==> config.mk <==
export PLATFORM = sky130hd
export DESIGN_NAME = stepper_ramp_generator_core
export DESIGN_NICKNAME = d
export VERILOG_FILES = /design/src/srg_pkg.sv /design/src/srg_mul.sv /design/src/srg_div.sv /design/src/stepper_ramp_generator_core.sv
export SDC_FILE = /design/constraint.sdc
export NUM_CORES = 2
export LEC_CHECK = 0
export CORE_MARGIN = 2
export CORE_UTILIZATION = 25
export CTS_BUF_LIST = sky130_fd_sc_hd__clkbuf_4
export DETAILED_ROUTE_END_ITERATION = 7
export DONT_BUFFER_PORTS = 1
export GPL_ROUTABILITY_DRIVEN = 0
export GPL_TIMING_DRIVEN = 1
export SLEW_MARGIN = 0
export SYNTH_ARGS = -nofsm -noshare
export SYNTH_HDL_FRONTEND = slang
export SYNTH_HIERARCHICAL = 1
export SYNTH_SLANG_ARGS = --single-unit
export TNS_END_PERCENT = 100
==> constraint.sdc <==
create_clock -name clk -period 8.3 [get_ports clk]
set_input_delay 0.83 -clock clk [delete_from_list [all_inputs] [get_ports clk]]
set_output_delay 0.83 -clock clk [all_outputs]
set_load 0.1 [all_outputs]
==> src/srg_pkg.sv <==
// Shared widths, codes and constants of the stepper ramp generator.
package srg_pkg;

  localparam int POSITION_BITS = 24;
  localparam int FRACTION_BITS = 16;
  localparam int PER_W = 20;
  localparam int REG_W = 16;
  localparam int ELAPSED_W = 24;

  localparam int MUL_W = 38;
  localparam int PROD_W = 2 * MUL_W;
  localparam int DVD_W = 56;
  localparam int DSR_W = 38;
  localparam int CNT_W = 6;

  localparam logic [DVD_W-1:0] US_PER_S = DVD_W'(1000000);
  localparam logic [DVD_W-1:0] ONE_Q = US_PER_S << FRACTION_BITS;

  localparam logic [1:0] KIND_START = 2'd0;
  localparam logic [1:0] KIND_TICK = 2'd1;
  localparam logic [1:0] KIND_STOP = 2'd2;

  localparam logic [1:0] REG_MAX_VEL = 2'd0;
  localparam logic [1:0] REG_MIN_VEL = 2'd1;
  localparam logic [1:0] REG_MAX_ACC = 2'd2;
  localparam logic [1:0] REG_MARGIN = 2'd3;

endpackage

==> src/srg_mul.sv <==
// Bit-serial shift-and-add multiplier, one multiplier bit per cycle.
module srg_mul
  import srg_pkg::*;
(
  input  logic              clk,
  input  logic              rst_n,
  input  logic              start,
  input  logic [MUL_W-1:0]  a,
  input  logic [MUL_W-1:0]  b,
  output logic              done,
  output logic [PROD_W-1:0] prod
);

  logic [MUL_W-1:0]  a_r;
  logic [PROD_W-1:0] prod_r;
  logic [CNT_W-1:0]  cnt_r;
  logic              busy_r;
  logic              done_r;
  logic [MUL_W:0]    sum;

  always_comb begin
    sum = {1'b0, prod_r[PROD_W-1:MUL_W]} + (prod_r[0] ? {1'b0, a_r} : '0);
  end

  always_ff @(posedge clk) begin
    if (!rst_n) begin
      busy_r <= 1'b0;
      done_r <= 1'b0;
      cnt_r <= '0;
    end else begin
      done_r <= 1'b0;
      if (start) begin
        a_r <= a;
        prod_r <= {{MUL_W{1'b0}}, b};
        cnt_r <= '0;
        busy_r <= 1'b1;
      end else if (busy_r) begin
        prod_r <= {sum, prod_r[MUL_W-1:1]};
        cnt_r <= cnt_r + 1'b1;
        if (cnt_r == CNT_W'(MUL_W - 1)) begin
          busy_r <= 1'b0;
          done_r <= 1'b1;
        end
      end
    end
  end

  assign done = done_r;
  assign prod = prod_r;

endmodule

==> src/srg_div.sv <==
// Restoring serial divider, one quotient bit per cycle.
module srg_div
  import srg_pkg::*;
(
  input  logic             clk,
  input  logic             rst_n,
  input  logic             start,
  input  logic [DVD_W-1:0] dividend,
  input  logic [DSR_W-1:0] divisor,
  output logic             done,
  output logic [DVD_W-1:0] quot
);

  logic [DVD_W-1:0] dvd_r;
  logic [DSR_W-1:0] dsr_r;
  logic [DSR_W-1:0] rem_r;
  logic [CNT_W-1:0] cnt_r;
  logic             busy_r;
  logic             done_r;
  logic [DSR_W:0]   rem_sh;
  logic [DSR_W:0]   diff;
  logic             qbit;

  always_comb begin
    rem_sh = {rem_r, dvd_r[DVD_W-1]};
    diff = rem_sh - {1'b0, dsr_r};
    qbit = (rem_sh >= {1'b0, dsr_r});
  end

  always_ff @(posedge clk) begin
    if (!rst_n) begin
      busy_r <= 1'b0;
      done_r <= 1'b0;
      cnt_r <= '0;
    end else begin
      done_r <= 1'b0;
      if (start) begin
        dvd_r <= dividend;
        dsr_r <= divisor;
        rem_r <= '0;
        cnt_r <= '0;
        busy_r <= 1'b1;
      end else if (busy_r) begin
        rem_r <= qbit ? diff[DSR_W-1:0] : rem_sh[DSR_W-1:0];
        dvd_r <= {dvd_r[DVD_W-2:0], qbit};
        cnt_r <= cnt_r + 1'b1;
        if (cnt_r == CNT_W'(DVD_W - 1)) begin
          busy_r <= 1'b0;
          done_r <= 1'b1;
        end
      end
    end
  end

  assign done = done_r;
  assign quot = dvd_r;

endmodule

==> src/stepper_ramp_generator_core.sv <==
// Top level of the stepper ramp generator: sequencer, state and item ports.
// A start item that begins a move shows its result after one 56-step serial division; other
// starts, stops, finishing items and idle items go straight to the push state. A tick of a
// moving motor that has not finished runs two or three 56-step divisions and up to four 38-step
// multiplications, one bit per cycle in the shared units. The push state waits while the result
// port is stalled, and the next item is taken once the result is pushed.
// One item is worked at a time. Synchronous reset clears the ramp state and loads default rates.
module stepper_ramp_generator_core
  import srg_pkg::*;
(
  input  logic             clk,
  input  logic             rst_n,
  input  logic             in_tvalid,
  output logic             in_tready,
  // target_step[23:0], step_count[47:24], move_done[48], elapsed_us[72:49], zero fill
  input  logic [79:0]      in_tdata,
  // kind[1:0]
  input  logic [1:0]       in_tuser,
  output logic             out_tvalid,
  input  logic             out_tready,
  // step_period_us[19:0], moving[20], decelerating[21], zero fill
  output logic [23:0]      out_tdata,
  output logic             out_tlast,
  input  logic             cfg_valid,
  output logic             cfg_ready,
  input  logic [1:0]       cfg_addr,
  input  logic [REG_W-1:0] cfg_data
);

  typedef enum logic [3:0] {
    S_IDLE, S_START_DIV, S_VQ, S_AE, S_DVEL, S_LHS, S_PROD, S_DECIDE, S_PMUL, S_FDIV, S_PUSH
  } state_t;

  state_t state_r;
  logic [REG_W-1:0] max_vel_r, min_vel_r, acc_r, margin_r;
  logic moving_r, braking_r, fin_r;
  logic [PER_W-1:0] period_r;
  logic [POSITION_BITS-1:0] goal_r, pos_r;
  logic [ELAPSED_W-1:0] elapsed_r;
  logic [MUL_W-1:0] vq_r, dvel_r;
  logic [PROD_W-1:0] lhs_r;
  logic out_valid_r, out_fin_r, out_mov_r, out_dec_r;
  logic [PER_W-1:0] out_per_r;
  logic mul_go_r, div_go_r;
  logic [MUL_W-1:0] mul_a_r, mul_b_r;
  logic [DVD_W-1:0] div_dvd_r;
  logic [DSR_W-1:0] div_dsr_r;

  logic mul_done, div_done;
  logic [PROD_W-1:0] mul_prod;
  logic [DVD_W-1:0] div_quot;

  logic [REG_W-1:0] vmin_nz, vmax_nz, acc_nz;
  logic [PER_W-1:0] per_nz;
  logic [MUL_W-1:0] vmin_q, vmax_q, nv_brake, nv_run, vsum, adv;
  logic [MUL_W:0] dv;
  logic [POSITION_BITS:0] diff, absd;
  logic [POSITION_BITS+1:0] rem_dist;
  logic [POSITION_BITS:0] ar;
  logic below;
  logic in_acc;
  logic push_ok;

  srg_mul u_mul (
    .clk(clk), .rst_n(rst_n), .start(mul_go_r), .a(mul_a_r), .b(mul_b_r),
    .done(mul_done), .prod(mul_prod)
  );

  srg_div u_div (
    .clk(clk), .rst_n(rst_n), .start(div_go_r), .dividend(div_dvd_r), .divisor(div_dsr_r),
    .done(div_done), .quot(div_quot)
  );

  always_comb begin
    vmin_nz = (min_vel_r == '0) ? REG_W'(1) : min_vel_r;
    vmax_nz = (max_vel_r == '0) ? REG_W'(1) : max_vel_r;
    acc_nz = (acc_r == '0) ? REG_W'(1) : acc_r;
    per_nz = (period_r == '0) ? PER_W'(1) : period_r;
    vmin_q = MUL_W'({vmin_nz, {FRACTION_BITS{1'b0}}});
    vmax_q = MUL_W'({vmax_nz, {FRACTION_BITS{1'b0}}});
    nv_brake = (vq_r > dvel_r) ? (vq_r - dvel_r) : '0;
    nv_run = vq_r + dvel_r;
    vsum = vq_r + vmin_q;
    dv = {1'b0, vq_r} - {1'b0, vmin_q};
    adv = dv[MUL_W] ? MUL_W'(-dv) : dv[MUL_W-1:0];
    diff = {goal_r[POSITION_BITS-1], goal_r} - {pos_r[POSITION_BITS-1], pos_r};
    absd = diff[POSITION_BITS] ? -diff : diff;
    rem_dist = {1'b0, absd} - (POSITION_BITS+2)'(margin_r);
    ar = rem_dist[POSITION_BITS+1] ? (POSITION_BITS+1)'(-rem_dist)
                                   : rem_dist[POSITION_BITS:0];
    if (rem_dist[POSITION_BITS+1]) begin
      below = !dv[MUL_W] || (lhs_r > mul_prod);
    end else begin
      below = !dv[MUL_W] && (dv != '0) && (lhs_r < mul_prod);
    end
    in_acc = in_tvalid && (state_r == S_IDLE);
    push_ok = !out_valid_r || out_tready;
  end

  always_ff @(posedge clk) begin
    if (!rst_n) begin
      state_r <= S_IDLE;
      max_vel_r <= REG_W'(1000);
      min_vel_r <= REG_W'(100);
      acc_r <= REG_W'(500);
      margin_r <= '0;
      moving_r <= 1'b0;
      braking_r <= 1'b0;
      period_r <= '0;
      goal_r <= '0;
      fin_r <= 1'b0;
      out_valid_r <= 1'b0;
      mul_go_r <= 1'b0;
      div_go_r <= 1'b0;
    end else begin
      mul_go_r <= 1'b0;
      div_go_r <= 1'b0;
      if (out_valid_r && out_tready && (state_r != S_PUSH)) begin
        out_valid_r <= 1'b0;
      end
      if (cfg_valid) begin
        case (cfg_addr)
          REG_MAX_VEL: max_vel_r <= cfg_data;
          REG_MIN_VEL: min_vel_r <= cfg_data;
          REG_MAX_ACC: acc_r <= cfg_data;
          REG_MARGIN: margin_r <= cfg_data;
          default: ;
        endcase
      end
      case (state_r)
        S_IDLE: begin
          if (in_acc) begin
            pos_r <= in_tdata[47:24];
            elapsed_r <= in_tdata[72:49];
            fin_r <= 1'b0;
            state_r <= S_PUSH;
            case (in_tuser)
              KIND_START: begin
                goal_r <= in_tdata[23:0];
                if (!moving_r) begin
                  div_dvd_r <= US_PER_S;
                  div_dsr_r <= DSR_W'(vmin_nz);
                  div_go_r <= 1'b1;
                  state_r <= S_START_DIV;
                end
              end
              KIND_STOP: begin
                period_r <= '0;
                moving_r <= 1'b0;
                braking_r <= 1'b0;
              end
              KIND_TICK: begin
                if (moving_r) begin
                  if (in_tdata[48]) begin
                    period_r <= '0;
                    moving_r <= 1'b0;
                    braking_r <= 1'b0;
                    fin_r <= 1'b1;
                  end else begin
                    div_dvd_r <= ONE_Q;
                    div_dsr_r <= DSR_W'(per_nz);
                    div_go_r <= 1'b1;
                    state_r <= S_VQ;
                  end
                end
              end
              default: ;
            endcase
          end
        end
        S_START_DIV: begin
          if (div_done) begin
            period_r <= div_quot[PER_W-1:0];
            moving_r <= 1'b1;
            braking_r <= 1'b0;
            state_r <= S_PUSH;
          end
        end
        S_VQ: begin
          if (div_done) begin
            vq_r <= div_quot[MUL_W-1:0];
            mul_a_r <= MUL_W'(acc_nz);
            mul_b_r <= MUL_W'(elapsed_r);
            mul_go_r <= 1'b1;
            state_r <= S_AE;
          end
        end
        S_AE: begin
          if (mul_done) begin
            div_dvd_r <= {mul_prod[DVD_W-FRACTION_BITS-1:0], {FRACTION_BITS{1'b0}}};
            div_dsr_r <= DSR_W'(US_PER_S);
            div_go_r <= 1'b1;
            state_r <= S_DVEL;
          end
        end
        S_DVEL: begin
          if (div_done) begin
            dvel_r <= div_quot[MUL_W-1:0];
            if (!braking_r) begin
              mul_a_r <= MUL_W'(acc_nz);
              mul_b_r <= MUL_W'(ar);
              mul_go_r <= 1'b1;
              state_r <= S_LHS;
            end else begin
              state_r <= S_DECIDE;
            end
          end
        end
        S_LHS: begin
          if (mul_done) begin
            lhs_r <= {mul_prod[PROD_W-34:0], 33'b0};
            mul_a_r <= vsum;
            mul_b_r <= adv;
            mul_go_r <= 1'b1;
            state_r <= S_PROD;
          end
        end
        S_PROD: begin
          if (mul_done) begin
            if (below) begin
              braking_r <= 1'b1;
            end
            state_r <= S_DECIDE;
          end
        end
        S_DECIDE: begin
          if (braking_r) begin
            if (nv_brake > vmin_q) begin
              div_dvd_r <= ONE_Q;
              div_dsr_r <= nv_brake;
            end else begin
              div_dvd_r <= US_PER_S;
              div_dsr_r <= DSR_W'(vmin_nz);
            end
            div_go_r <= 1'b1;
            state_r <= S_FDIV;
          end else begin
            mul_a_r <= MUL_W'(per_nz);
            mul_b_r <= MUL_W'(vmax_nz);
            mul_go_r <= 1'b1;
            state_r <= S_PMUL;
          end
        end
        S_PMUL: begin
          if (mul_done) begin
            if (mul_prod > PROD_W'(US_PER_S)) begin
              if (nv_run < vmax_q) begin
                div_dvd_r <= ONE_Q;
                div_dsr_r <= nv_run;
              end else begin
                div_dvd_r <= US_PER_S;
                div_dsr_r <= DSR_W'(vmax_nz);
              end
              div_go_r <= 1'b1;
              state_r <= S_FDIV;
            end else begin
              state_r <= S_PUSH;
            end
          end
        end
        S_FDIV: begin
          if (div_done) begin
            period_r <= div_quot[PER_W-1:0];
            state_r <= S_PUSH;
          end
        end
        S_PUSH: begin
          if (push_ok) begin
            out_valid_r <= 1'b1;
            out_per_r <= period_r;
            out_mov_r <= moving_r;
            out_dec_r <= braking_r;
            out_fin_r <= fin_r;
            state_r <= S_IDLE;
          end
        end
        default: state_r <= S_IDLE;
      endcase
    end
  end

  assign in_tready = (state_r == S_IDLE);
  assign cfg_ready = 1'b1;
  assign out_tvalid = out_valid_r;
  assign out_tdata = {2'b00, out_dec_r, out_mov_r, out_per_r};
  assign out_tlast = out_fin_r;

endmodule

==> impl_results.md <==
* Reg-to-Reg Start: vq_r[0]
* Clk sink count at between 700 and 800
* Total track usage at 0.155
* Slew HR at 0.114
* Outcome: completed
* Crit share post-route at 0.951
* GR Overflow Total at 0
* Die Y at between 400 and 500 µm
* Last element of the critical path: div_dsr_r[8]
* # rows at 154
* LEAKAGE at 19.1 nW
* Number of DRC markers in iteration 0 at 3,474
* Placed Cells incl. Taps at 6,622
* Fraction of registers with async set/reset at 0
* Buffers added on ports at 0
* Largest net degree at the start of global routing at 94
* Crit path kind: flip-flop to flip-flop
* Worst setup EP type: flip-flop
* Design Area, Final at 50,800 µm²
* Final Skew at 86.3 ps
* Worst r2r path cells at 31
* Hold Vio Cnt, Final at 0
* Post-synthesis instance total at about 4,400
* Worst EP arrival at 8710 ps
* Setup_tns at 0 ps
* Crit path launch type: flip-flop
* Worst hold margin at about 140 ps
* Most frequent cell after synthesis: edfxtp_1
* Fmax at 127 MHz
* Die area at 181,000 µm²
* Worst Path Required at 9120 ps
* Slew Limit Fails at 0
* Worst-skew pair later-pin latency at 1150 ps
* Worst path slowest cell: a2111oi_0
* Detailed Route WL at 144 mm
* HPWL Detailed at 106 mm
* Area share of the largest cell type after synthesis at 0.399
* ANT nets after route at 0
* Max Root-Sink Buffers at 3
* CTS tree: built
* Post-layout util at 0.288
* Worst hold path type: input port to flip-flop
* Number of synthesized register bits at 725
* Share of cells above drive strength 1 at 0.109
* Final-stage net count at 5,010
* Yosys warns at 6
* CTS buffer count at 184
* RR Endpoint: div_dsr_r[8]
* First drt pass iteration count at 8
* Main synth FF type: edfxtp_1
* Placeable Area at 176,000 µm²
* R2r setup slk at ~400 ps
* Levels on crit path at 31
* Starting Density at 0.252
* Origin of the worst setup path: vq_r[0]
* Ports at 133
* Synth top cells by count: edfxtp_1 (591), nand2_1 (442), inv_1 (315), ha_1 (304), nor2_1 (294)
* Syn Area/Cell at between 10 and 15 µm²
* Largest cells by area after synthesis: edfxtp_1 (40%), ha_1 (8.6%), dfxtp_1 (6.0%)
* Synthesized area at 44,400 µm²
* Post-CTS setup buffers at 0
* Wire per inst at approximately 20 µm
* Placed cell areas at 47,000 µm²
* PwrDens at 240 nW/µm²
* Die width at 426 µm
* Area Overhead vs Synth at 14.4%
* WP buf/inv at 6
* Final setup viols at 0
* Clk root buf: clkbuf_4
* Antenna violations before repair at 15
* Non-Filler Instances at 7,092
* Max Cap Viol at 0
* CP most frequent cell: inv_1
* Largest stage delay on the critical path at 620 ps
* Post-synth EDFFs at 591
* Worst-Margin Slew at 1330 ps
* Global-route wire length before repair at approximately 210 mm
* DRC Markers at 0
* RSZ-0062 raised after global routing: no
* Seq/Total Area, Yosys at 0.460
* Register clock-pin slew on the reported worst setup and hold paths at roughly 70 ps
* Vias per cell at 5.06
* Library cells used by synthesis at 110
* Top cell type by total area after synthesis: edfxtp_1
* Crit path max-delay family: compound AO/OA/AOI/OAI gates
* Vias at 35,900
* Min cycle time layout at a little under 8000 ps
* H-tree depth at 4
* Max IR drop VDD at 0.156 mV
* Vias in the first global route at approximately 34,000
* CP Max Fanout at 14
==> power breakdown <==
| group | leakage, nW | total [mW] | internal, mW | switching (mW) |
|---|---|---|---|---|
| logic | 11.1 | 3.69 | 1.43 | 2.26 |
| clock network | 1.48 | 3.34 | 1.74 | 1.59 |
| registers | 6.50 | 5.15 | 4.72 | 0.432 |
==> repair_timing <==
action | 4_1_cts | 5_1_grt
hold endpoints to repair | 172 | 0
hold buffers | 125 | 0
resized for setup | 0 | 0
==> routing by layer <==
| metal | up-vias | GRT usage | share of wire |
|---|---|---|---|
| met3 | 348 | 0.0323 | 0.080 |
| li1 | 16600 | - | - |
| met2 | 1586 | 0.248 | 0.46 |
| met4 | 4 | 0.0776 | 0.050 |
| met5 | - | 0 | 0.00018 |
| met1 | 17300 | 0.198 | 0.41 |
==> cell type report <==
type	instances	area, µm²
inverters	320	1200
flip-flops and latches	725	20400
diodes	4	10.0
clock buffers	259	1940
multi-input cells	3186	22000
fillers	18400	125000
well taps	2340	2930
clock inverters	82	611
repair buffers	176	1650
==> stage by stage <==
stage                     total power, mW  setup WS, ps
after global placement               8.71           737
final                                12.2           403
after detailed placement             8.79           780
after global routing                 12.9          62.1
after CTS                            12.2           695
after floorplan                      7.80          1240
==> worst register-to-register path, delay by kind of cell (launching register included) <==
family,cells,cell delay (ps)
AO/OA/AOI/OAI,10,2960
AND/OR/NAND/NOR,11,2380
adder cells (fa/ha/maj),3,890
buffers and inverters,6,770
flip-flops,1,450
XOR/XNOR,1,140
==> state kept, by name, summed over array words and instances (netlist names), 20 cells and up <==
register / flops
mul_b_r: 38
goal_r: 24
pos_r: 24
u_mul/prod: 76
u_mul/a_r: 38
out_per_r: 20
div_dvd_r: 41
u_div/quot: 56
vq_r: 38
elapsed_r: 24
u_div/dsr_r: 38
dvel_r: 38
div_dsr_r: 38
mul_a_r: 38
lhs_r: 43
period_r: 20
u_div/rem_r: 38
==> cells by family after synthesis <==
logic type	after synthesis	share of synthesized area
AND/OR/NAND/NOR	1362	0.148
AO/OA/AOI/OAI	1086	0.168
flip-flops	725	0.460
buffers and inverters	531	0.0472
adder cells (fa/ha/maj)	312	0.0892
XOR/XNOR	256	0.0506
multiplexers	154	0.0378
other	2	0.000169
==> cell usage in the layout, fill, tap and decap left out, drive strengths merged, types with 15 or more instances in the layout <==
master         n
mux2i         48
clkbuf       259
a31oi         29
o21ai        190
conb          16
ha           304
a2111oi       15
nor3          96
xnor2        176
and2          79
a21o         100
a211o         20
a21boi       106
a21oi        266
o21bai        46
a221o         15
mux2         106
nand2        444
o2111ai       16
clkinv        68
a41oi         16
inv          323
edfxtp       591
nor2         294
nand4         57
a211oi        22
dlygate4sd3  124
buf           52
nor2b         40
o211ai        43
nand3        110
dfxtp        134
or3           41
nor4          61
xor2          80
nand2b        49
o21a          31
or2           17
o31ai         36
and3          19
==> how the worst min path moves through the flow <==
stage / cells past startpoint / slack [ps] / to / startpoint
finish: 2 / 140 / moving_r / in_tdata[48]
global route: 1 / 50 / u_mul/prod[35] / rst_n
CTS: 2 / 0.08 / u_mul/busy_r / rst_n
detailed placement: 0 / 400 / u_div/dsr_r[37] / div_dsr_r[37]
global placement: 0 / 400 / u_div/dsr_r[37] / div_dsr_r[37]
floorplan: 0 / 400 / u_div/dsr_r[0] / div_dsr_r[0]
No activity file was read; power rests on OpenSTA's default activity.
